--- src/rtl/mtcf_pkg.sv ---
// Shared types and constants for the track chunk framer.
// Used by the interfaces' users, the front end, the command queue and the back end.
// No dependencies.
package mtcf_pkg;

   // Item operations on the request channel.
   typedef enum logic [1:0] {
      OP_TRACK_BYTE  = 2'd0,
      OP_START_TRACK = 2'd1,
      OP_END_TRACK   = 2'd2
   } op_type;

   // Track byte classes.
   typedef enum logic [1:0] {
      DT_RAW  = 2'd0,
      DT_FULL = 2'd1,
      DT_EVEN = 2'd2,
      DT_ODD  = 2'd3
   } data_class_type;

   // Result kinds on the response channel.
   typedef enum logic [1:0] {
      KIND_PAYLOAD = 2'd0,
      KIND_CHUNK   = 2'd1,
      KIND_BLOCK   = 2'd2
   } result_kind_type;

   // Chunk codes.
   localparam logic [1:0] CODE_NONE = 2'd0;
   localparam logic [1:0] CODE_SYNC = 2'd1;
   localparam logic [1:0] CODE_DATA = 2'd2;

   // Track gap replayed at the start of a track.
   localparam logic [7:0]  GAP_BYTE   = 8'hAA;
   localparam logic [23:0] GAP_LENGTH = 24'd4;

   // Everything the back end needs to expand one item into its results.
   typedef struct packed {
      logic        has_chunk;
      logic        has_block;
      logic        has_pay;
      logic        gap;
      logic [2:0]  chunk_code;
      logic [23:0] chunk_bytes;
      logic [1:0]  count_width;
      logic [23:0] block_size;
      logic [23:0] block_offset;
      logic [7:0]  pay_byte;
   } frame_cmd_type;

   // One result item as it leaves the block.
   typedef struct packed {
      logic [1:0]  kind;
      logic [7:0]  byte_value;
      logic [2:0]  chunk_code;
      logic [23:0] chunk_bytes;
      logic [1:0]  count_width;
      logic [23:0] block_size;
      logic [23:0] block_offset;
      logic        last;
   } result_type;

endpackage

--- src/rtl/mtcf_if.sv ---
// Valid/ready channel interfaces of the track chunk framer.
// Request carries typed track items, response carries payload bytes and records.
// No dependencies.
interface mtcf_req_if;
   logic       valid;
   logic       ready;
   logic [1:0] op;
   logic [1:0] data_type;
   logic [7:0] value;

   modport source (output valid, op, data_type, value, input ready);
   modport sink   (input valid, op, data_type, value, output ready);
endinterface

interface mtcf_rsp_if;
   logic        valid;
   logic        ready;
   logic [1:0]  kind;
   logic [7:0]  byte_value;
   logic [2:0]  chunk_code;
   logic [23:0] chunk_bytes;
   logic [1:0]  count_width;
   logic [23:0] block_size;
   logic [23:0] block_offset;
   logic        last;

   modport source (output valid, kind, byte_value, chunk_code, chunk_bytes, count_width,
                   block_size, block_offset, last, input ready);
   modport sink   (input valid, kind, byte_value, chunk_code, chunk_bytes, count_width,
                   block_size, block_offset, last, output ready);
endinterface

--- src/rtl/mtcf_queue.sv ---
// Small FIFO of framing commands between the front end and the back end.
// Depends on mtcf_pkg for the command type.
module mtcf_queue #(
   parameter int Depth = 4
) (
   input  logic                   clock,
   input  logic                   reset,
   input  logic                   in_valid,
   output logic                   in_ready,
   input  mtcf_pkg::frame_cmd_type in_data,
   output logic                   out_valid,
   input  logic                   out_ready,
   output mtcf_pkg::frame_cmd_type out_data
);
   import mtcf_pkg::*;

   localparam int PtrWidth   = (Depth > 1) ? $clog2(Depth) : 1;
   localparam int CountWidth = $clog2(Depth + 1);

   frame_cmd_type         slot_ff [Depth];
   logic [PtrWidth-1:0]   wr_ptr_ff, wr_ptr_in;
   logic [PtrWidth-1:0]   rd_ptr_ff, rd_ptr_in;
   logic [CountWidth-1:0] count_ff, count_in;
   logic                  push;
   logic                  pop;

   // Occupancy flags and head of the queue.
   assign in_ready  = (count_ff != CountWidth'(Depth));
   assign out_valid = (count_ff != '0);
   assign out_data  = slot_ff[rd_ptr_ff];
   assign push      = in_valid && in_ready;
   assign pop       = out_valid && out_ready;

   // Pointer and count updates, wrapping at the depth.
   always_comb begin
      wr_ptr_in = wr_ptr_ff;
      rd_ptr_in = rd_ptr_ff;
      count_in  = count_ff;
      if (push) begin
         wr_ptr_in = (wr_ptr_ff == PtrWidth'(Depth - 1)) ? '0 : wr_ptr_ff + 1'b1;
      end
      if (pop) begin
         rd_ptr_in = (rd_ptr_ff == PtrWidth'(Depth - 1)) ? '0 : rd_ptr_ff + 1'b1;
      end
      unique case ({push, pop})
         2'b10:   count_in = count_ff + 1'b1;
         2'b01:   count_in = count_ff - 1'b1;
         default: count_in = count_ff;
      endcase
   end

   always_ff @(posedge clock) begin
      if (reset) begin
         wr_ptr_ff <= '0;
         rd_ptr_ff <= '0;
         count_ff  <= '0;
      end else begin
         wr_ptr_ff <= wr_ptr_in;
         rd_ptr_ff <= rd_ptr_in;
         count_ff  <= count_in;
      end
   end

   // Storage needs no reset; unread slots are never presented.
   always_ff @(posedge clock) begin
      if (push) begin
         slot_ff[wr_ptr_ff] <= in_data;
      end
   end

endmodule

--- src/rtl/mtcf_front.sv ---
// Front end of the track chunk framer: accepts items, keeps the track counters
// and turns each item that has results into one framing command. Depends on mtcf_pkg and mtcf_req_if.
module mtcf_front (
   input  logic                    clock,
   input  logic                    reset,
   mtcf_req_if.sink                req_ch,
   output logic                    cmd_valid,
   output mtcf_pkg::frame_cmd_type cmd_data,
   input  logic                    cmd_ready
);
   import mtcf_pkg::*;

   logic [1:0]  code_ff, code_in;
   logic [23:0] chunk_ff, chunk_in;
   logic [23:0] decoded_ff, decoded_in;
   logic [23:0] area_ff, area_in;
   logic [23:0] begin_ff, begin_in;
   logic        phase_ff, phase_in;
   logic [3:0]  held_ff, held_in;

   logic        accept;
   logic        start;
   logic        do_close;
   logic        do_block;
   logic [1:0]  new_code;
   logic [1:0]  item_code;
   logic [1:0]  cw;
   logic [7:0]  x_shift;
   logic [3:0]  nib;
   logic        pay;
   logic [7:0]  pay_byte;
   logic [1:0]  dec_add;
   logic        phase_base;
   logic [2:0]  close_inc;
   logic [23:0] area_close;

   // Number of bytes needed to write a chunk length big-endian.
   function automatic logic [1:0] count_width_of(input logic [23:0] c);
      logic [1:0] w;
      if (c[23:16] != '0) begin
         w = 2'd3;
      end else if (c[15:8] != '0) begin
         w = 2'd2;
      end else if (c[7:0] != '0) begin
         w = 2'd1;
      end else begin
         w = 2'd0;
      end
      return w;
   endfunction

   assign req_ch.ready = cmd_ready;
   assign accept       = req_ch.valid && cmd_ready;

   // Classify the item: chunk change, block close, payload byte and counter steps.
   always_comb begin
      start     = 1'b0;
      do_close  = 1'b0;
      new_code  = CODE_NONE;
      item_code = (req_ch.data_type == DT_RAW) ? CODE_SYNC : CODE_DATA;
      cw        = count_width_of(chunk_ff);
      unique case (req_ch.op)
         OP_START_TRACK: start = 1'b1;
         OP_END_TRACK: begin
            do_close = 1'b1;
            new_code = CODE_NONE;
         end
         OP_TRACK_BYTE: begin
            do_close = (item_code != code_ff);
            new_code = item_code;
         end
         default: ;
      endcase
      do_block   = do_close && (new_code != CODE_DATA);
      phase_base = do_close ? 1'b0 : phase_ff;

      // Cell halves: the data bits sit in even positions after the even-cell shift.
      x_shift = (req_ch.data_type == DT_EVEN) ? {1'b0, req_ch.value[7:1]} : req_ch.value;
      nib     = {x_shift[6], x_shift[4], x_shift[2], x_shift[0]};

      pay      = 1'b0;
      pay_byte = req_ch.value;
      dec_add  = 2'd0;
      phase_in = phase_base;
      held_in  = held_ff;
      if (req_ch.op == OP_TRACK_BYTE) begin
         unique case (req_ch.data_type)
            DT_RAW: begin
               pay     = 1'b1;
               dec_add = 2'd1;
            end
            DT_FULL: begin
               pay     = 1'b1;
               dec_add = 2'd2;
            end
            default: begin
               dec_add = 2'd1;
               if (!phase_base) begin
                  held_in  = nib;
                  phase_in = 1'b1;
               end else begin
                  pay      = 1'b1;
                  pay_byte = {held_ff, nib};
                  phase_in = 1'b0;
               end
            end
         endcase
      end

      // Area grows by the chunk header, its count bytes and the end marker.
      close_inc  = do_close ? (3'd1 + {1'b0, cw} + {2'b00, do_block}) : 3'd0;
      area_close = area_ff + {21'd0, close_inc};

      code_in    = do_close ? new_code : code_ff;
      chunk_in   = (do_close ? 24'd0 : chunk_ff) + {23'd0, pay};
      decoded_in = (do_block ? 24'd0 : decoded_ff) + {22'd0, dec_add};
      area_in    = area_close + {23'd0, pay};
      begin_in   = do_block ? area_close : begin_ff;

      // Start of track replays the gap and resets the per-track counters.
      if (start) begin
         code_in    = CODE_SYNC;
         chunk_in   = GAP_LENGTH;
         decoded_in = GAP_LENGTH;
         area_in    = GAP_LENGTH;
         begin_in   = '0;
         phase_in   = 1'b0;
         held_in    = '0;
      end
   end

   // Command toward the back end; items without results send nothing.
   always_comb begin
      cmd_data              = '0;
      cmd_data.has_chunk    = do_close;
      cmd_data.has_block    = do_block;
      cmd_data.has_pay      = pay;
      cmd_data.gap          = start;
      cmd_data.chunk_code   = {1'b0, code_ff};
      cmd_data.chunk_bytes  = chunk_ff;
      cmd_data.count_width  = cw;
      cmd_data.block_size   = decoded_ff;
      cmd_data.block_offset = begin_ff;
      cmd_data.pay_byte     = pay_byte;
      cmd_valid             = accept && (start || do_close || pay);
   end

   always_ff @(posedge clock) begin
      if (reset) begin
         code_ff    <= CODE_SYNC;
         chunk_ff   <= '0;
         decoded_ff <= '0;
         area_ff    <= '0;
         begin_ff   <= '0;
         phase_ff   <= 1'b0;
         held_ff    <= '0;
      end else if (accept) begin
         code_ff    <= code_in;
         chunk_ff   <= chunk_in;
         decoded_ff <= decoded_in;
         area_ff    <= area_in;
         begin_ff   <= begin_in;
         phase_ff   <= phase_in;
         held_ff    <= held_in;
      end
   end

endmodule

--- src/rtl/mtcf_back.sv ---
// Back end of the track chunk framer: expands each queued command into its result items,
// one per cycle unless rsp stalls, through an output register. Depends on mtcf_pkg, mtcf_rsp_if.
module mtcf_back (
   input  logic                    clock,
   input  logic                    reset,
   input  logic                    cmd_valid,
   output logic                    cmd_ready,
   input  mtcf_pkg::frame_cmd_type cmd_data,
   mtcf_rsp_if.source              rsp_ch
);
   import mtcf_pkg::*;

   logic [1:0] step_ff, step_in;
   logic       valid_ff, valid_in;
   result_type result_ff, result_in;

   logic [1:0] last_idx;
   logic [1:0] block_idx;
   logic       is_last;
   logic       load;

   // Position of the current result within the command's list.
   always_comb begin
      if (cmd_data.gap) begin
         last_idx = 2'd3;
      end else begin
         last_idx = {1'b0, cmd_data.has_chunk} + {1'b0, cmd_data.has_block}
                  + {1'b0, cmd_data.has_pay} - 2'd1;
      end
      block_idx = cmd_data.has_chunk ? 2'd1 : 2'd0;
      is_last   = (step_ff == last_idx);
      load      = cmd_valid && (!valid_ff || rsp_ch.ready);
      cmd_ready = load && is_last;
   end

   // Records come first, then the payload byte or the gap bytes.
   always_comb begin
      result_in      = '0;
      result_in.last = is_last;
      priority if (cmd_data.has_chunk && (step_ff == 2'd0)) begin
         result_in.kind        = KIND_CHUNK;
         result_in.chunk_code  = cmd_data.chunk_code;
         result_in.chunk_bytes = cmd_data.chunk_bytes;
         result_in.count_width = cmd_data.count_width;
      end else if (cmd_data.has_block && (step_ff == block_idx)) begin
         result_in.kind         = KIND_BLOCK;
         result_in.block_size   = cmd_data.block_size;
         result_in.block_offset = cmd_data.block_offset;
      end else begin
         result_in.kind       = KIND_PAYLOAD;
         result_in.byte_value = cmd_data.gap ? GAP_BYTE : cmd_data.pay_byte;
      end
   end

   // Output register and step counter.
   always_comb begin
      if (load) begin
         valid_in = 1'b1;
         step_in  = is_last ? 2'd0 : step_ff + 2'd1;
      end else begin
         valid_in = valid_ff && !rsp_ch.ready;
         step_in  = step_ff;
      end
   end

   always_ff @(posedge clock) begin
      if (reset) begin
         valid_ff <= 1'b0;
         step_ff  <= '0;
      end else begin
         valid_ff <= valid_in;
         step_ff  <= step_in;
      end
   end

   always_ff @(posedge clock) begin
      if (load) begin
         result_ff <= result_in;
      end
   end

   assign rsp_ch.valid        = valid_ff;
   assign rsp_ch.kind         = result_ff.kind;
   assign rsp_ch.byte_value   = result_ff.byte_value;
   assign rsp_ch.chunk_code   = result_ff.chunk_code;
   assign rsp_ch.chunk_bytes  = result_ff.chunk_bytes;
   assign rsp_ch.count_width  = result_ff.count_width;
   assign rsp_ch.block_size   = result_ff.block_size;
   assign rsp_ch.block_offset = result_ff.block_offset;
   assign rsp_ch.last         = result_ff.last;

endmodule

--- src/rtl/mfm_track_chunk_framer.sv ---
// Track chunk framer top level: front end, command queue and back end.
// Depends on mtcf_pkg, mtcf_if, mtcf_queue, mtcf_front and mtcf_back.
//
// Usage:
// The req channel takes one typed track item per cycle while ready (op, data_type, value):
// track bytes, start of track or end of track. The rsp channel returns payload
// bytes, chunk records and block records in stream order, with last set on
// the final result of each item. Items that give no result (first cell half,
// unused op) return nothing.
// Path: an accepted item's command is written into the command queue; its results
// are then loaded from the queue head into the output register and presented.
// Throughput: one item per cycle while the response side takes one result per
// cycle; the back end emits one result per cycle, so an item with several
// results (up to four, for a start of track) holds the back end until all of
// them are sent. The command queue (QueueDepth entries) absorbs these bursts.
// Reset: synchronous; clears the queue and output register and returns the
// track counters to their initial values (sync chunk, all counts zero).
// Stall: when rsp is not ready the output holds, the queue fills, and req
// ready drops once the queue is full.
module mfm_track_chunk_framer #(
   parameter int QueueDepth = 4
) (
   input logic          clock,
   input logic          reset,
   mtcf_req_if.sink     req_ch,
   mtcf_rsp_if.source   rsp_ch
);
   import mtcf_pkg::*;

   logic          q_in_valid;
   logic          q_in_ready;
   frame_cmd_type q_in_data;
   logic          q_out_valid;
   logic          q_out_ready;
   frame_cmd_type q_out_data;

   mtcf_front u_front (
      .clock     (clock),
      .reset     (reset),
      .req_ch    (req_ch),
      .cmd_valid (q_in_valid),
      .cmd_data  (q_in_data),
      .cmd_ready (q_in_ready)
   );

   mtcf_queue #(
      .Depth (QueueDepth)
   ) u_queue (
      .clock     (clock),
      .reset     (reset),
      .in_valid  (q_in_valid),
      .in_ready  (q_in_ready),
      .in_data   (q_in_data),
      .out_valid (q_out_valid),
      .out_ready (q_out_ready),
      .out_data  (q_out_data)
   );

   mtcf_back u_back (
      .clock     (clock),
      .reset     (reset),
      .cmd_valid (q_out_valid),
      .cmd_ready (q_out_ready),
      .cmd_data  (q_out_data),
      .rsp_ch    (rsp_ch)
   );

   // The front end only sends a command in a cycle the queue can take it.
   a_push_ready: assert property (@(posedge clock) disable iff (reset)
      q_in_valid |-> q_in_ready)
      else $error("command pushed into a full queue");

   // After reset the block is empty and ready for an item.
   a_reset_empty: assert property (@(posedge clock)
      reset |=> (!rsp_ch.valid && req_ch.ready))
      else $error("block not empty after reset");

   // The results of one item follow each other without gaps.
   a_item_burst: assert property (@(posedge clock) disable iff (reset)
      (rsp_ch.valid && rsp_ch.ready && !rsp_ch.last) |=> rsp_ch.valid)
      else $error("gap inside the results of one item");

   // A chunk record needs count bytes exactly when its length is nonzero.
   a_count_width: assert property (@(posedge clock) disable iff (reset)
      (rsp_ch.valid && (rsp_ch.kind == KIND_CHUNK))
         |-> ((rsp_ch.count_width == 2'd0) == (rsp_ch.chunk_bytes == 24'd0)))
      else $error("chunk record count width does not match its length");

endmodule

--- src/flat_wrapper.sv ---
// flat-port wrapper written by rule: the top's interface ports become plain ports
module mfm_track_chunk_framer_flat import mtcf_pkg::*;
#(
   parameter int QueueDepth = 4
)
  (clock, reset, req_ch_valid, req_ch_op, req_ch_data_type, req_ch_value, req_ch_ready, rsp_ch_valid, rsp_ch_kind, rsp_ch_byte_value, rsp_ch_chunk_code, rsp_ch_chunk_bytes, rsp_ch_count_width, rsp_ch_block_size, rsp_ch_block_offset, rsp_ch_last, rsp_ch_ready);
  mtcf_req_if req_ch_i ();
  mtcf_rsp_if rsp_ch_i ();
  input logic clock;
  input logic reset;
  input wire logic [$bits(req_ch_i.valid)-1:0] req_ch_valid;
  input wire logic [$bits(req_ch_i.op)-1:0] req_ch_op;
  input wire logic [$bits(req_ch_i.data_type)-1:0] req_ch_data_type;
  input wire logic [$bits(req_ch_i.value)-1:0] req_ch_value;
  output wire logic [$bits(req_ch_i.ready)-1:0] req_ch_ready;
  output wire logic [$bits(rsp_ch_i.valid)-1:0] rsp_ch_valid;
  output wire logic [$bits(rsp_ch_i.kind)-1:0] rsp_ch_kind;
  output wire logic [$bits(rsp_ch_i.byte_value)-1:0] rsp_ch_byte_value;
  output wire logic [$bits(rsp_ch_i.chunk_code)-1:0] rsp_ch_chunk_code;
  output wire logic [$bits(rsp_ch_i.chunk_bytes)-1:0] rsp_ch_chunk_bytes;
  output wire logic [$bits(rsp_ch_i.count_width)-1:0] rsp_ch_count_width;
  output wire logic [$bits(rsp_ch_i.block_size)-1:0] rsp_ch_block_size;
  output wire logic [$bits(rsp_ch_i.block_offset)-1:0] rsp_ch_block_offset;
  output wire logic [$bits(rsp_ch_i.last)-1:0] rsp_ch_last;
  input wire logic [$bits(rsp_ch_i.ready)-1:0] rsp_ch_ready;
  assign req_ch_i.valid = req_ch_valid;
  assign req_ch_i.op = req_ch_op;
  assign req_ch_i.data_type = req_ch_data_type;
  assign req_ch_i.value = req_ch_value;
  assign req_ch_ready = req_ch_i.ready;
  assign rsp_ch_valid = rsp_ch_i.valid;
  assign rsp_ch_kind = rsp_ch_i.kind;
  assign rsp_ch_byte_value = rsp_ch_i.byte_value;
  assign rsp_ch_chunk_code = rsp_ch_i.chunk_code;
  assign rsp_ch_chunk_bytes = rsp_ch_i.chunk_bytes;
  assign rsp_ch_count_width = rsp_ch_i.count_width;
  assign rsp_ch_block_size = rsp_ch_i.block_size;
  assign rsp_ch_block_offset = rsp_ch_i.block_offset;
  assign rsp_ch_last = rsp_ch_i.last;
  assign rsp_ch_i.ready = rsp_ch_ready;
  mfm_track_chunk_framer #(.QueueDepth(QueueDepth)) u_core (.clock(clock), .reset(reset), .req_ch(req_ch_i), .rsp_ch(rsp_ch_i));
endmodule
--- config.mk ---
export PLATFORM = sky130hd
export DESIGN_NAME = mfm_track_chunk_framer_flat
export DESIGN_NICKNAME = d
export VERILOG_FILES = /design/src/rtl/mtcf_pkg.sv /design/src/rtl/mtcf_if.sv /design/src/rtl/mtcf_queue.sv /design/src/rtl/mtcf_front.sv /design/src/rtl/mtcf_back.sv /design/src/rtl/mfm_track_chunk_framer.sv /design/src/flat_wrapper.sv
export SDC_FILE = /design/constraint.sdc
export NUM_CORES = 1
export LEC_CHECK = 0
export ABC_AREA = 1
export BUFFER_PORTS_ARGS = -buffer_cell sky130_fd_sc_hd__buf_2
export CORE_MARGIN = 1
export CORE_UTILIZATION = 55
export CTS_CLUSTER_DIAMETER = 200
export CTS_CLUSTER_SIZE = 30
export DETAILED_ROUTE_END_ITERATION = 7
export PLACE_DENSITY_LB_ADDON = 0.2
export SLEW_MARGIN = 0
export SYNTH_ARGS = -nofsm -noshare
export SYNTH_HDL_FRONTEND = slang
export SYNTH_SLANG_ARGS = --single-unit
--- constraint.sdc ---
create_clock -name clock -period 7.7 [get_ports clock]
set_clock_uncertainty 0.15 [all_clocks]
set_input_delay 1.925 -clock clock [delete_from_list [all_inputs] [get_ports clock]]
set_output_delay 1.925 -clock clock [all_outputs]
set_load 0.03 [all_outputs]
Yosys cells after proc, flatten, opt, wreduce, memory -nomap -nowiden
Memories as Yosys holds them, arrays and structs flattened. A register that Yosys moved wholly into a read port is not among the register bits.
Index checks and enable logic that the tools add are counted.
Cells by class
  reductions and logical operators: 33
  divide/modulo/power cells: 0
  equality and inequality tests: 15
  multipliers: 0
  shift-type cells: 0
  $add $sub $neg: 14
  bitwise logic cells: 1
  multiplexer cells: 48
  $lt $le $gt $ge: 0
Operator list (count)
  $mux 24: 7
  $add 24x1->24: 2
  $mux 8: 4
  $mux 2: 15
  $add 24x2->24: 1
  $add 24x3->24: 1
  $reduce_bool 8->1: 3
  $mux 4: 4
  $mux 1: 14
  $eq 2x2->1 const B: 5
  $logic_and 1x1->1: 10
  $reduce_bool 2->1: 4
  $mux 7: 1
  $add 2x1->2 const B: 3
  $eq 2x1->1 const B: 3
  $logic_not 2->1: 3
  $pmux 3 s2: 1
  $reduce_or 2->1: 3
  $ne 2x2->1 const B: 2
  $reduce_and 2->1: 2
  $reduce_and 4->1: 1
  $add 1x2->3 const A: 1
  $add 3x1->3: 1
  $add 3x1->3 const B: 1
  16 further kinds: 19
Storage, ports and cells
  output and inout port bits: 90
  register bits: 201
  RAM bits: 352
  input port bits: 16
  memory bits (read-only): 0
  memories: 1
  latch bits: 0
Memory list
  u_core.u_queue.slot_ff: depth 4, width 88, rd ports 1, clocked after memory_dff 1, write ports 1, line mtcf_queue.sv:20  | frame_cmd_type slot_ff [Depth];

Longest topological paths before layout
Gate-level depths: netlist of run 1.
  depth after elaboration: 13
  depth in mapped cells: 28
  mapped depth without buffers: 26

Cells and area by module
Synthesis of run 1 repeated with hierarchy kept, for this count alone.
Second synthesis, totals
  cell total of the unflattened synthesis: 2399
  area total of the unflattened synthesis: 24577.3 um^2
Modules (own cells, without submodules)
  mtcf_queue: area each 13671.9 um^2, instances 1, cells each 931, seq. area each 10870.4 um^2
  mtcf_front: area each 7223.2 um^2, instances 1, cells each 1154, seq. area each 2062.0 um^2
  mtcf_back: area each 3682.3 um^2, instances 1, cells each 314, seq. area each 2702.6 um^2

Least setup slack after synthesis of run 1
No wires, ideal clock.
  kind: input-to-reg
  start point: in rsp_ch_ready
  end point: reg u_core.u_queue.count_ff[2]
  data required time: 7428 ps
  buffers on the path: 0
  arrival time: 7404 ps
  stages on the path: 11
  setup slack: 24 ps
  cells stage by stage: nor2_1 > nor2_1 > nand2_1 > inv_1 > ha_1 > inv_1 > fa_1 > a21oi_1 > o21ai_0 > o21ai_0 > a21oi_1
On the way
  cells in the longest elaborated chain, start to end: 6
RTL lines
  start, declared: line flat_wrapper.sv:25  | input wire logic [$bits(rsp_ch_i.ready)-1:0] rsp_ch_ready;
  $logic_or 1x1->1 *: line mtcf_back.sv:32  | load = cmd_valid && (!valid_ff || rsp_ch.ready);
  $logic_and 1x1->1 *: line mtcf_back.sv:32
  via u_core.u_back.load: line mtcf_back.sv:20  | logic load;
  $logic_and 1x1->1 *: line mtcf_back.sv:33  | cmd_ready = load && is_last;
  $logic_and 1x1->1 *: line mtcf_queue.sv:32  | assign pop = out_valid && out_ready;
  via u_core.u_queue.pop: line mtcf_queue.sv:25  | logic pop;
  $eq 2x1->1 / $eq 2x2->1 (equally long branches): line mtcf_queue.sv:45  | unique case ({push, pop})
  $pmux 3 s2 / $reduce_bool 2->1 (equally long branches)
  end signal, assigned: line mtcf_queue.sv:60  | count_ff <= count_in;
  end, declared: line mtcf_queue.sv:23  | logic [CountWidth-1:0] count_ff, count_in;
The timed path passes the listed nets; every way through them passes the cells marked *.
A chain may end at the register's enable or synchronous reset.

==> load_flow_metrics.sql, run 1 <==
INSERT INTO impl_metrics (metric_group, metric, value, unit) VALUES
('timing', 'finalCritPeriodShare', '71.4', '%'),
('synthesis', 'cell_type_contributing_the_most_total_cell_area_after_synthesis', 'sky130_fd_sc_hd__edfxtp_1', ''),
('cells_and_area', 'syn_to_final_growth', '7.19', '%'),
('pwr', 'power_frac_clock', '20.4', '%'),
('pwr', 'power.leakage', '8.97', 'nW'),
('synthesis', 'yosys_warnings', '0', ''),
('detailed_routing', 'drc_errors', '0', ''),
('global_routing', 'number_of_antenna_violations_at_the_first_check_in_global_routing', '1', ''),
('detailed_routing', 'drt_wl_total', '53.8', 'mm'),
('synthesis', 'synth.distinct_cells', '48', ''),
('pwr', 'power.ir.vdd_worst', '0.339', 'mV'),
('timing', 'slew_violations', '0', ''),
('place', 'port_buffers', '104', ''),
('timing', 'finalSetupViolations', '0', ''),
('worst_setup_path', 'timing.critical_path.required', '8.07', 'ns'),
('floorplanning', 'die-area', '0.0436', 'mm2'),
('timing', 'smallest_hold_slack', '0.304', 'ns'),
('detailed_routing', 'drt_first_pass_iters', '6', ''),
('worst_setup_path', 'crit_type', 'input port to register', ''),
('place', 'dpl-instance-area', '0.0246', 'mm2'),
('worst_setup_path', 'reg2reg_capture_point', 'u_core.u_front.chunk_ff[12]', ''),
('timing', 'timing.max_slew.rel_slack', '25.7', '%'),
('cts', 'clk_path_buf_depth', '3', ''),
('place', 'detailed_place_hpwl', '32.5', 'mm'),
('floorplanning', 'rows', '75', ''),
('synthesis', 'ys.flop_type', 'sky130_fd_sc_hd__edfxtp_1', ''),
('timing', 'finalHoldViolCount', '0', ''),
('pwr', 'power.combinational.fraction', '26.3', '%'),
('pwr', 'netSwitchingFraction', '34.2', '%'),
('floorplanning', 'floorplan.io_pins', '106', ''),
('global_routing', 'gr-total-overflow', '0', ''),
('worst_setup_path', 'critPathMaxFanout', '33', ''),
('cts', 'cts_tree', 'built', ''),
('floorplanning', 'design.core.area', '0.0421', 'mm2'),
('hold_path', 'timing.hold.worst.start', 'u_core.u_front.held_ff[2]', ''),
('cts', 'cts.htree.levels', '1', ''),
('cts', 'clock_latency', '0.60', 'ns'),
('global_routing', 'grt.total_usage', '24.9', '%'),
('detailed_routing', 'ant_nets', '0', ''),
('cts', 'clk_root_buffer_cell', 'sky130_fd_sc_hd__clkbuf_16', ''),
('cts', 'holdBufCountCts', '0', ''),
('pwr', 'p_int', '4.70', 'mW'),
('hold_path', 'hold_path_class', 'register to register', ''),
('detailed_routing', 'routedWlPerCell', '18.4', 'um'),
('cts', 'count_of_cells_resized_by_post_cts_repair', '0', ''),
('synthesis', 'syn_inst', '2328', ''),
('detailed_routing', 'overall_via_count_from_detail_route', '16600', ''),
('global_routing', 'grt_first_pass_wirelength', '85.9', 'mm'),
('synthesis', 'post_synth_instance_area', '0.0235', 'mm2'),
('timing', 'rsz0062_at_grt', 'false', ''),
('synthesis', 'ys_seq_area_share', '65.8', '%'),
('synthesis', 'async_flop_share', '0', '%'),
('global_routing', 'grt_start_max_net_pins', '120', ''),
('synthesis', 'synth_top_cell_area_share', '56.0', '%'),
('cts', 'cts.clk_slew.worst_paths', '0.12', 'ns'),
('cells_and_area', 'nets', '2415', ''),
('run', 'timing.max_cap.violations', '0', ''),
('detailed_routing', 'initialDrtViolationCount', '1440', ''),
('pwr', 'netSwitchingPower', '2.44', 'mW'),
('floorplanning', 'die_width', '209', 'um'),
('hold_path', 'holdPathStages', '2', ''),
('outcome', 'outcome', 'finished clean', ''),
('synthesis', 'mappedNetlistNets', '2368', ''),
('timing', 'finalCriticalPeriod', '5.50', 'ns'),
('floorplanning', 'floorplan.initialDensity', '55.9', '%'),
('synthesis', 'post_synthesis_mean_instance_area', '10.1', 'um2'),
('detailed_routing', 'route.detailed.vias_per_inst', '5.67', ''),
('cells_and_area', 'drive_above_1_share', '8.57', '%'),
('cts', 'post-cts-setup-buffers', '0', ''),
('global_routing', 'number_of_global_route_vias_before_repair', '15800', ''),
('pwr', 'seqPwrFrac', '53.3', '%');
## logic make-up after synthesis
group,count (synthesis),synth area share [%]
compound gates,459,10.1
xor+xnor,15,0.558
fa+ha+maj,24,1.37
buf+inv,259,4.25
flops,554,65.8
mux,2,0.0850
other cells,1,0.0159
simple gates,1014,17.9
## worst max-delay path, cell delays in order
cell and delay (ns):
sky130_fd_sc_hd__buf_2 0.13, sky130_fd_sc_hd__inv_2 0.08, sky130_fd_sc_hd__nand2_1 0.08, sky130_fd_sc_hd__nand2_1 0.06, sky130_fd_sc_hd__nand3_1 0.11, sky130_fd_sc_hd__nand2_2 0.49, sky130_fd_sc_hd__inv_2 0.30, sky130_fd_sc_hd__nor2_1 0.23
sky130_fd_sc_hd__inv_1 0.09, sky130_fd_sc_hd__ha_1 0.20, sky130_fd_sc_hd__nor2_1 0.43, sky130_fd_sc_hd__ha_1 0.28, sky130_fd_sc_hd__ha_1 0.20, sky130_fd_sc_hd__nand4_1 0.16, sky130_fd_sc_hd__nor2_2 0.33, sky130_fd_sc_hd__nand2_1 0.18
sky130_fd_sc_hd__nor2_2 0.17, sky130_fd_sc_hd__xor2_1 0.16, sky130_fd_sc_hd__nand2_1 0.07, sky130_fd_sc_hd__a21oi_1 0.16
## worst max path at each step
stage,startpoint,end,cells past startpoint
6_report,req_ch_data_type[1],u_core.u_front.chunk_ff[12],20
5_1_grt,req_ch_data_type[1],u_core.u_front.area_ff[20],24
4_1_cts,req_ch_data_type[1],u_core.u_front.chunk_ff[12],20
3_5_place_dp,req_ch_data_type[1],u_core.u_front.chunk_ff[12],20
3_3_place_gp,req_ch_data_type[1],u_core.u_front.area_ff[20],24
2_1_floorplan,rsp_ch_ready,u_core.u_queue.count_ff[2],11
## layout by cell type, fill, tap and decap left out, drive strengths merged, types with 10 or more instances in the layout
master and instances:
nor2 488, edfxtp 439, nand2 337, o21ai 251, a21oi 182, inv 151, nand3 144, buf 129
dfxtp 115, clkbuf 39, nand4 25, ha 21, nor3 10
## registers in the layout, summed over array words and instances, names as in the netlist, 3 cells and up, named ones only
name / count
u_core.u_back.rsp_ch.block_offset: 24
u_core.u_front.chunk_ff: 24
u_core.u_front.decoded_ff: 24
u_core.u_front.area_ff: 24
u_core.u_back.rsp_ch.chunk_bytes: 24
u_core.u_front.held_ff: 4
u_core.u_back.rsp_ch.byte_value: 8
u_core.u_queue.count_ff: 3
u_core.u_front.begin_ff: 24
u_core.u_queue.slot_ff: 352
u_core.u_back.rsp_ch.block_size: 24
## cell type report
| type | count | area (um2) |
|---|---|---|
| multi-input combinational | 1515 | 7110 |
| clock buffer | 39 | 636 |
| clock inverter | 1 | 16.3 |
| sequential | 554 | 15500 |
| timing repair buffer | 129 | 733 |
| inverter | 153 | 579 |
| fill | 3452 | 16900 |
| tap | 539 | 674 |
| antenna | 1 | 2.50 |
## metrics by stage
stage	total power [mW]	worst slack, ns	utilization, %	instances
4_1_cts	7.19	2.25	59.9	2930
3_5_place_dp	5.76	1.65	58.4	2890
6_report	7.13	2.20	59.9	2931
3_3_place_gp	5.71	1.71	58.4	2890
2_1_floorplan	5.20	0.0239	-	2328
5_1_grt	7.46	1.73	59.9	2930
## power by group through the flow
stage / logic [mW] / clock network (mW) / registers [mW]
4_1_cts: 1.89 / 1.49 / 3.81
2_1_floorplan: 0.780 / 0 / 4.42
5_1_grt: 2.04 / 1.58 / 3.84
6_report: 1.88 / 1.45 / 3.80
3_3_place_gp: 1.85 / 0 / 3.86
3_5_place_dp: 1.89 / 0 / 3.87
## metal layers
metal / part of all wire, % / GRT usage, % / wire length, um
met1: 46 / 36.0 / 24600
met4: 2.5 / 7.71 / 1320
met2: 46 / 40.3 / 24900
met5: 0 / 0 / 0
met3: 5.6 / 2.33 / 3020
## synth_stat cells (2+ instances only)
master,count
sky130_fd_sc_hd__o22ai_1,2
sky130_fd_sc_hd__dfxtp_1,115
sky130_fd_sc_hd__inv_2,8
sky130_fd_sc_hd__nor2_2,15
sky130_fd_sc_hd__inv_1,143
sky130_fd_sc_hd__o21ai_0,244
sky130_fd_sc_hd__clkbuf_1,80
sky130_fd_sc_hd__o211ai_1,8
sky130_fd_sc_hd__buf_2,8
sky130_fd_sc_hd__buf_1,14
sky130_fd_sc_hd__o221ai_1,2
sky130_fd_sc_hd__nor2_1,470
sky130_fd_sc_hd__nand4_1,24
sky130_fd_sc_hd__o21bai_1,2
sky130_fd_sc_hd__xnor2_1,8
sky130_fd_sc_hd__xor2_1,7
sky130_fd_sc_hd__nand2_1,331
sky130_fd_sc_hd__clkinv_1,2
sky130_fd_sc_hd__o21ai_1,7
sky130_fd_sc_hd__fa_1,3
sky130_fd_sc_hd__nor4_1,5
sky130_fd_sc_hd__nand3_1,140
sky130_fd_sc_hd__ha_1,21
sky130_fd_sc_hd__nor3_1,8
sky130_fd_sc_hd__a31oi_1,4
sky130_fd_sc_hd__nor2_4,3
sky130_fd_sc_hd__nand3_2,4
sky130_fd_sc_hd__nand3b_1,3
sky130_fd_sc_hd__a21oi_2,2
sky130_fd_sc_hd__edfxtp_1,439
sky130_fd_sc_hd__mux2i_1,2
sky130_fd_sc_hd__a32oi_1,2
sky130_fd_sc_hd__nand2_2,5
sky130_fd_sc_hd__a211oi_1,2
sky130_fd_sc_hd__a21oi_1,180
sky130_fd_sc_hd__buf_4,3
Note: power is estimated with default switching activity, not from simulation.
==> run 2: changes to the inputs <==
Settings changed: CORE_UTILIZATION 55 to 61.
Clock period 7.7 ns to 5.3 ns, I/O delays scaled along.
==> load_flow_metrics.sql, run 2 (synthesis gave the netlist of run 1 again) <==
INSERT INTO impl_metrics (metric_group, metric, value, unit) VALUES
('outcome', 'outcome', 'finished clean', ''),
('detailed_routing', 'drt_wl_total', '51.6', 'mm'),
('global_routing', 'grt_start_max_net_pins', '103', ''),
('global_routing', 'grt_first_pass_wirelength', '81.9', 'mm'),
('detailed_routing', 'route.detailed.vias_per_inst', '5.71', ''),
('detailed_routing', 'ant_nets', '0', ''),
('detailed_routing', 'top_layer_used', 'met5', ''),
('cells_and_area', 'drive_above_1_share', '8.88', '%'),
('worst_setup_path', 'crit_type', 'register to register', ''),
('cts', 'count_of_cells_resized_by_post_cts_repair', '0', ''),
('floorplanning', 'design.core.area', '0.0378', 'mm2'),
('cells_and_area', 'layout_common_cells', '464 x sky130_fd_sc_hd__nor2_1, 439 x sky130_fd_sc_hd__edfxtp_1, 330 x sky130_fd_sc_hd__nand2_1', ''),
('cells_and_area', 'nets', '2423', ''),
('cts', 'holdBufCountCts', '0', ''),
('place', 'routabilityCongestion', '0.907', ''),
('cells_and_area', 'fillCellCount', '2913', ''),
('floorplanning', 'die_h', '198', 'um'),
('cells_and_area', 'mostFrequentLayoutCell', 'sky130_fd_sc_hd__nor2_1', ''),
('run', 'timing.max_cap.violations', '0', ''),
('timing', 'slew_violations', '0', ''),
('cells_and_area', 'largest-register', 'u_core.u_queue.slot_ff', ''),
('floorplanning', 'floorplan.initialDensity', '62.2', '%'),
('detailed_routing', 'drt_first_pass_iters', '5', ''),
('worst_setup_path', 'arrival', '4.53', 'ns'),
('worst_setup_path', 'start_kind', 'register', ''),
('timing', 'finalHoldViolCount', '0', ''),
('worst_setup_path', 'r2r_cells', '21', ''),
('cts', 'clk_path_buf_depth', '3', ''),
('cts', 'tritoncts.num_buffers', '22', ''),
('cells_and_area', 'largest_register_ffs', '352', ''),
('place', 'detailed_place_hpwl', '32.0', 'mm'),
('global_routing', 'number_of_global_route_vias_before_repair', '15700', ''),
('detailed_routing', 'routedWlPerCell', '17.7', 'um'),
('global_routing', 'number_of_antenna_violations_at_the_first_check_in_global_routing', '1', ''),
('detailed_routing', 'detail_route.wirelength.met1', '22.3', 'mm'),
('cells_and_area', 'antenna_cell_count', '0', ''),
('timing', 'setup_slack', '1.11', 'ns'),
('detailed_routing', 'drc_errors', '0', ''),
('detailed_routing', 'initialDrtViolationCount', '1400', ''),
('timing', 'finalCriticalPeriod', '4.19', 'ns'),
('timing', 'timing.max_slew.rel_slack', '28.4', '%'),
('cts', 'cts.clk_slew.worst_paths', '0.12', 'ns'),
('timing', 'finalCritPeriodShare', '79.1', '%'),
('detailed_routing', 'dr_wl_met3', '3.17', 'mm'),
('place', 'place_ws', '0.584', 'ns'),
('timing', 'finalSetupViolations', '0', ''),
('worst_setup_path', 'crit_path_end_kind', 'register', ''),
('cts', 'cts_sink_cnt', '554', ''),
('pwr', 'power.ir.vdd_worst', '0.372', 'mV'),
('cts', 'clock_latency', '0.57', 'ns'),
('cts', 'post-cts-setup-buffers', '0', ''),
('cells_and_area', 'syn_to_final_growth', '7.42', '%'),
('floorplanning', 'die-area', '0.0394', 'mm2'),
('timing', 'fmax', '0.239', 'GHz'),
('timing', 'smallest_hold_slack', '0.307', 'ns'),
('timing', 'final.setup.tns', '0', 'ns'),
('floorplanning', 'floorplan.io_pins', '106', ''),
('pwr', 'pwr_density_cell', '407', 'mW/mm2'),
('place', 'port_buffers', '104', ''),
('worst_setup_path', 'timing.critical_path.required', '5.64', 'ns'),
('timing', 'rsz0062_at_grt', 'false', ''),
('pwr', 'power.leakage', '9.02', 'nW'),
('global_routing', 'gr-total-overflow', '0', ''),
('detailed_routing', 'overall_via_count_from_detail_route', '16600', ''),
('hold_path', 'holdPathStages', '2', ''),
('global_routing', 'grt.total_usage', '26.7', '%'),
('hold_path', 'hold_path_class', 'register to register', ''),
('cts', 'clk_root_buffer_cell', 'sky130_fd_sc_hd__clkbuf_16', ''),
('cts', 'cts_tree', 'built', ''),
('timing', 'tightestPinTransition', '1.07', 'ns'),
('cts', 'cts.htree.levels', '1', ''),
('floorplanning', 'die_width', '198', 'um'),
('worst_setup_path', 'critPathMaxFanout', '10', ''),
('floorplanning', 'rows', '71', ''),
('detailed_routing', 'detail_route_met2_wl', '25.0', 'mm');
[run 2: metrics by stage]
step                std cells  cell area (um2)  util, %  total power [mW]
global placement         2870            24600     65.1              8.27
global route             2909            25300     66.8              10.8
floorplan                2328            23600        -              7.52
finish                   2909            25300     66.8              10.3
CTS                      2909            25300     66.8              10.4
detailed placement       2870            24600     65.1              8.33
[run 2: worst paths after layout]
kind | startpoint | end | slack (ns)
worst max-delay path | u_core.u_front.chunk_ff[13] | u_core.u_front.area_ff[23] | 1.11
worst min-delay path | u_core.u_front.held_ff[0] | u_core.u_front.held_ff[0] | 0.31
worst max register to register | u_core.u_front.chunk_ff[13] | u_core.u_front.area_ff[23] | 1.11
worst min register to register | u_core.u_front.held_ff[0] | u_core.u_front.held_ff[0] | 0.31
[run 2: critical path, cell delays in order (launching register included)]
cell and delay (ns):
sky130_fd_sc_hd__dfxtp_1 0.44, sky130_fd_sc_hd__inv_1 0.11, sky130_fd_sc_hd__nand2_1 0.05, sky130_fd_sc_hd__nor4_1 0.46, sky130_fd_sc_hd__nand3_1 0.37, sky130_fd_sc_hd__ha_1 0.40, sky130_fd_sc_hd__inv_1 0.04, sky130_fd_sc_hd__nor2_1 0.19
sky130_fd_sc_hd__ha_1 0.29, sky130_fd_sc_hd__nand2_1 0.10, sky130_fd_sc_hd__nor2_1 0.05, sky130_fd_sc_hd__nor2_1 0.15, sky130_fd_sc_hd__nor2_1 0.11, sky130_fd_sc_hd__nand2_1 0.07, sky130_fd_sc_hd__nand2_1 0.12, sky130_fd_sc_hd__nor2_2 0.19
sky130_fd_sc_hd__nand3_2 0.17, sky130_fd_sc_hd__nor3_4 0.26, sky130_fd_sc_hd__nand2_1 0.08, sky130_fd_sc_hd__nand2_1 0.07, sky130_fd_sc_hd__nand3_1 0.06, sky130_fd_sc_hd__a21oi_1 0.15
[run 2: area by class of cell]
cell class,count,area (um2),share of cell area [%]
inverters,153,577,2.28
repair buffers,137,831,3.28
flip-flops and latches,554,15500,61.2
well taps,511,639,2.53
multi-input cells,1515,7110,28.1
clock inverters,1,16.3,0.0643
clock buffers,38,632,2.50
[run 2: where the power goes]
group	internal, mW	leakage [nW]	switching [mW]
Combinational	0.621	3.53	2.07
Sequential	5.38	5.18	0.169
Clock	0.833	0.308	1.23
Total	6.83	9.02	3.46
[run 2: layer usage]
layer  GRT usage, %  vias to the layer above
li1               -                     8060
met5              0                        -
met2           45.7                      496
met1           36.3                     7965
met4           6.70                        2
met3           3.24                       84
==> run 3: changes to the inputs <==
Settings changed: CORE_UTILIZATION 61 to 55.
Clock period 5.3 ns to 3.75 ns, I/O delays scaled along.
==> load_flow_metrics.sql, run 3 (synthesis gave the netlist of run 1 again) <==
INSERT INTO impl_metrics (metric_group, metric, value, unit) VALUES
('pwr', 'power.leakage', '9.83', 'nW'),
('cells_and_area', 'antenna_cell_count', '0', ''),
('detailed_routing', 'initialDrtViolationCount', '1532', ''),
('pwr', 'pwr_density_cell', '549', 'mW/mm2'),
('floorplanning', 'rows', '75', ''),
('cells_and_area', 'largest_register_ffs', '352', ''),
('detailed_routing', 'drc_errors', '0', ''),
('timing', 'final.setup.tns', '0', 'ns'),
('outcome', 'outcome', 'finished clean', ''),
('hold_path', 'hold_path_class', 'register to register', ''),
('floorplanning', 'die_width', '209', 'um'),
('floorplanning', 'floorplan.initialDensity', '55.9', '%'),
('pwr', 'netSwitchingFraction', '34.0', '%'),
('timing', 'slew_violations', '0', ''),
('worst_setup_path', 'path_common_cell', 'sky130_fd_sc_hd__nor2_4', ''),
('worst_setup_path', 'start_kind', 'register', ''),
('worst_setup_path', 'critPathMaxFanout', '5', ''),
('cts', 'cts_tree', 'built', ''),
('timing', 'fmax', '0.269', 'GHz'),
('place', 'detailed_place_hpwl', '34.5', 'mm'),
('worst_setup_path', 'timing.critical_path.required', '4.02', 'ns'),
('detailed_routing', 'overall_via_count_from_detail_route', '17000', ''),
('cts', 'clock_latency', '0.58', 'ns'),
('global_routing', 'number_of_global_route_vias_before_repair', '15900', ''),
('detailed_routing', 'drt_wl_total', '55.0', 'mm'),
('worst_setup_path', 'arrival', '3.99', 'ns'),
('worst_setup_path', 'regToRegSetupSlack', '0.04', 'ns'),
('cts', 'holdBufCountCts', '0', ''),
('timing', 'smallest_hold_slack', '0.310', 'ns'),
('cells_and_area', 'drive_above_1_share', '17.2', '%'),
('global_routing', 'number_of_antenna_violations_at_the_first_check_in_global_routing', '0', ''),
('pwr', 'p_int', '9.78', 'mW'),
('timing', 'finalSetupViolations', '0', ''),
('cells_and_area', 'fillCellCount', '3338', ''),
('cts', 'cts.htree.levels', '1', ''),
('worst_setup_path', 'crit_buf_inv', '6', ''),
('global_routing', 'gr-total-overflow', '0', ''),
('pwr', 'power.combinational.fraction', '27.2', '%'),
('timing', 'finalCritPeriodShare', '99.0', '%'),
('cts', 'clk_root_buffer_cell', 'sky130_fd_sc_hd__clkbuf_16', ''),
('cells_and_area', 'syn_to_final_growth', '14.6', '%'),
('worst_setup_path', 'path_cells', 'inv_2 -> nand4_1 -> nor4_2 -> buf_4 -> a21oi_2 -> buf_4 -> ha_4 -> inv_2 -> ha_4 -> inv_4 -> nor2_4 -> fa_2 -> buf_6 -> nand2_4 -> nor2_4 -> nand3_4 -> nor2_4 -> nand3_4 -> nor3_4 -> nand2_1 -> nand3_2 -> a21oi_1', ''),
('worst_setup_path', 'critical_path.max_stage_delay', '0.58', 'ns'),
('cts', 'clk_path_buf_depth', '3', ''),
('detailed_routing', 'drt_first_pass_iters', '6', ''),
('timing', 'timing.max_slew.rel_slack', '33.7', '%'),
('cells_and_area', 'layout_common_cells', '447 x sky130_fd_sc_hd__nor2_1, 439 x sky130_fd_sc_hd__edfxtp_1, 304 x sky130_fd_sc_hd__nand2_1', ''),
('worst_setup_path', 'crit_path_end_kind', 'register', ''),
('floorplanning', 'die_h', '209', 'um'),
('global_routing', 'grt_start_max_net_pins', '90', ''),
('cells_and_area', 'regArea', '0.0155', 'mm2'),
('global_routing', 'grt_first_pass_wirelength', '86.4', 'mm'),
('global_routing', 'grt.total_usage', '25.0', '%'),
('pwr', 'power_frac_clock', '20.1', '%'),
('place', 'routabilityCongestion', '0.906', ''),
('cells_and_area', 'mostFrequentLayoutCell', 'sky130_fd_sc_hd__nor2_1', ''),
('detailed_routing', 'routedWlPerCell', '17.9', 'um'),
('cells_and_area', 'multi_input_area', '0.00755', 'mm2'),
('run', 'timing.max_cap.violations', '0', ''),
('pwr', 'power.ir.vdd_worst', '0.515', 'mV'),
('pwr', 'netSwitchingPower', '5.04', 'mW'),
('place', 'port_buffers', '104', ''),
('floorplanning', 'die-area', '0.0436', 'mm2'),
('timing', 'rsz0062_at_grt', 'true', ''),
('detailed_routing', 'route.detailed.vias_per_inst', '5.51', ''),
('worst_setup_path', 'worst_path_dominant_cell_family', 'simple AND/OR/NAND/NOR gates', ''),
('cts', 'tritoncts.num_buffers', '22', ''),
('floorplanning', 'design.core.area', '0.0421', 'mm2'),
('cts', 'cts.clk_slew.worst_paths', '0.12', 'ns'),
('worst_setup_path', 'cp_max_stage_cell', 'sky130_fd_sc_hd__fa_2', ''),
('timing', 'finalCriticalPeriod', '3.71', 'ns'),
('pwr', 'seqPwrFrac', '52.7', '%'),
('timing', 'finalHoldViolCount', '0', ''),
('cells_and_area', 'largest-register', 'u_core.u_queue.slot_ff', ''),
('timing', 'tightestPinTransition', '0.995', 'ns'),
('detailed_routing', 'ant_nets', '0', ''),
('worst_setup_path', 'crit_type', 'register to register', ''),
('cells_and_area', 'nets', '2568', ''),
('floorplanning', 'floorplan.io_pins', '106', ''),
('cts', 'cts_sink_cnt', '554', '');
-- run 3: worst reg2reg max path, delay by kind of cell, from the launching register on --
family / cells / cell delay (ns)
flip-flops: 1 / 0.34
buffers and inverters: 6 / 0.62
AO/OA/AOI/OAI: 2 / 0.10
AND/OR/NAND/NOR: 11 / 1.44
adder cells (fa/ha/maj): 3 / 0.93
-- run 3: timing repair --
action | in CTS | in global routing
resized for setup | 5 | 95
setup buffers | 0 | 16
hold endpoints to repair | 0 | 0
pin swaps | 1 | 43
endpoints found under the setup margin | 8 | 20
cloned | 0 | 0
-- run 3: layout make-up --
| cell class | instances | share of cell area, % |
|---|---|---|
| Sequential cell | 554 | 57.4 |
| Multi-Input combinational cell | 1515 | 28.0 |
| Timing Repair Buffer | 282 | 7.43 |
| Tap cell | 539 | 2.50 |
| Clock buffer | 39 | 2.36 |
| Inverter | 153 | 2.24 |
| Clock inverter | 1 | 0.0603 |
-- run 3: power groups by stage --
stage	combinational, mW	sequential (mW)	clock (mW)
after CTS	4.03	7.82	3.03
after floorplan	1.63	8.99	0
final	4.03	7.82	2.98
after global routing	4.35	7.89	3.20
after global placement	3.95	7.93	0
after detailed placement	4.02	7.95	0
-- run 3: per-stage QoR --
step	setup slack, ns	power (mW)	utilization (%)	area (um2)	cells
2_1_floorplan	-0.297	10.6	-	23700	2328
3_3_place_gp	-0.326	11.9	61.3	25800	3027
3_5_place_dp	-0.435	12.0	61.3	25800	3027
4_1_cts	0.00192	14.9	62.9	26500	3067
5_1_grt	-0.154	15.4	64.0	27000	3083
6_report	0.0364	14.8	64.0	27000	3083
-- run 3: final timing paths --
path	cells past startpoint	to	startpoint
hold reg to reg	2	u_core.u_front.held_ff[2]	u_core.u_front.held_ff[2]
setup / recovery	22	u_core.u_front.area_ff[15]	u_core.u_front.chunk_ff[9]
setup reg to reg	22	u_core.u_front.area_ff[15]	u_core.u_front.chunk_ff[9]
hold / removal	2	u_core.u_front.held_ff[2]	u_core.u_front.held_ff[2]
-- run 3: routing by layer --
metal / track usage, % / up-vias / share of wire, %
li1: - / 8361 / -
met1: 36.3 / 8120 / 46
met4: 5.25 / 0 / 1.5
met5: 0 / - / 0
met3: 2.13 / 51 / 4.6
met2: 41.5 / 451 / 48
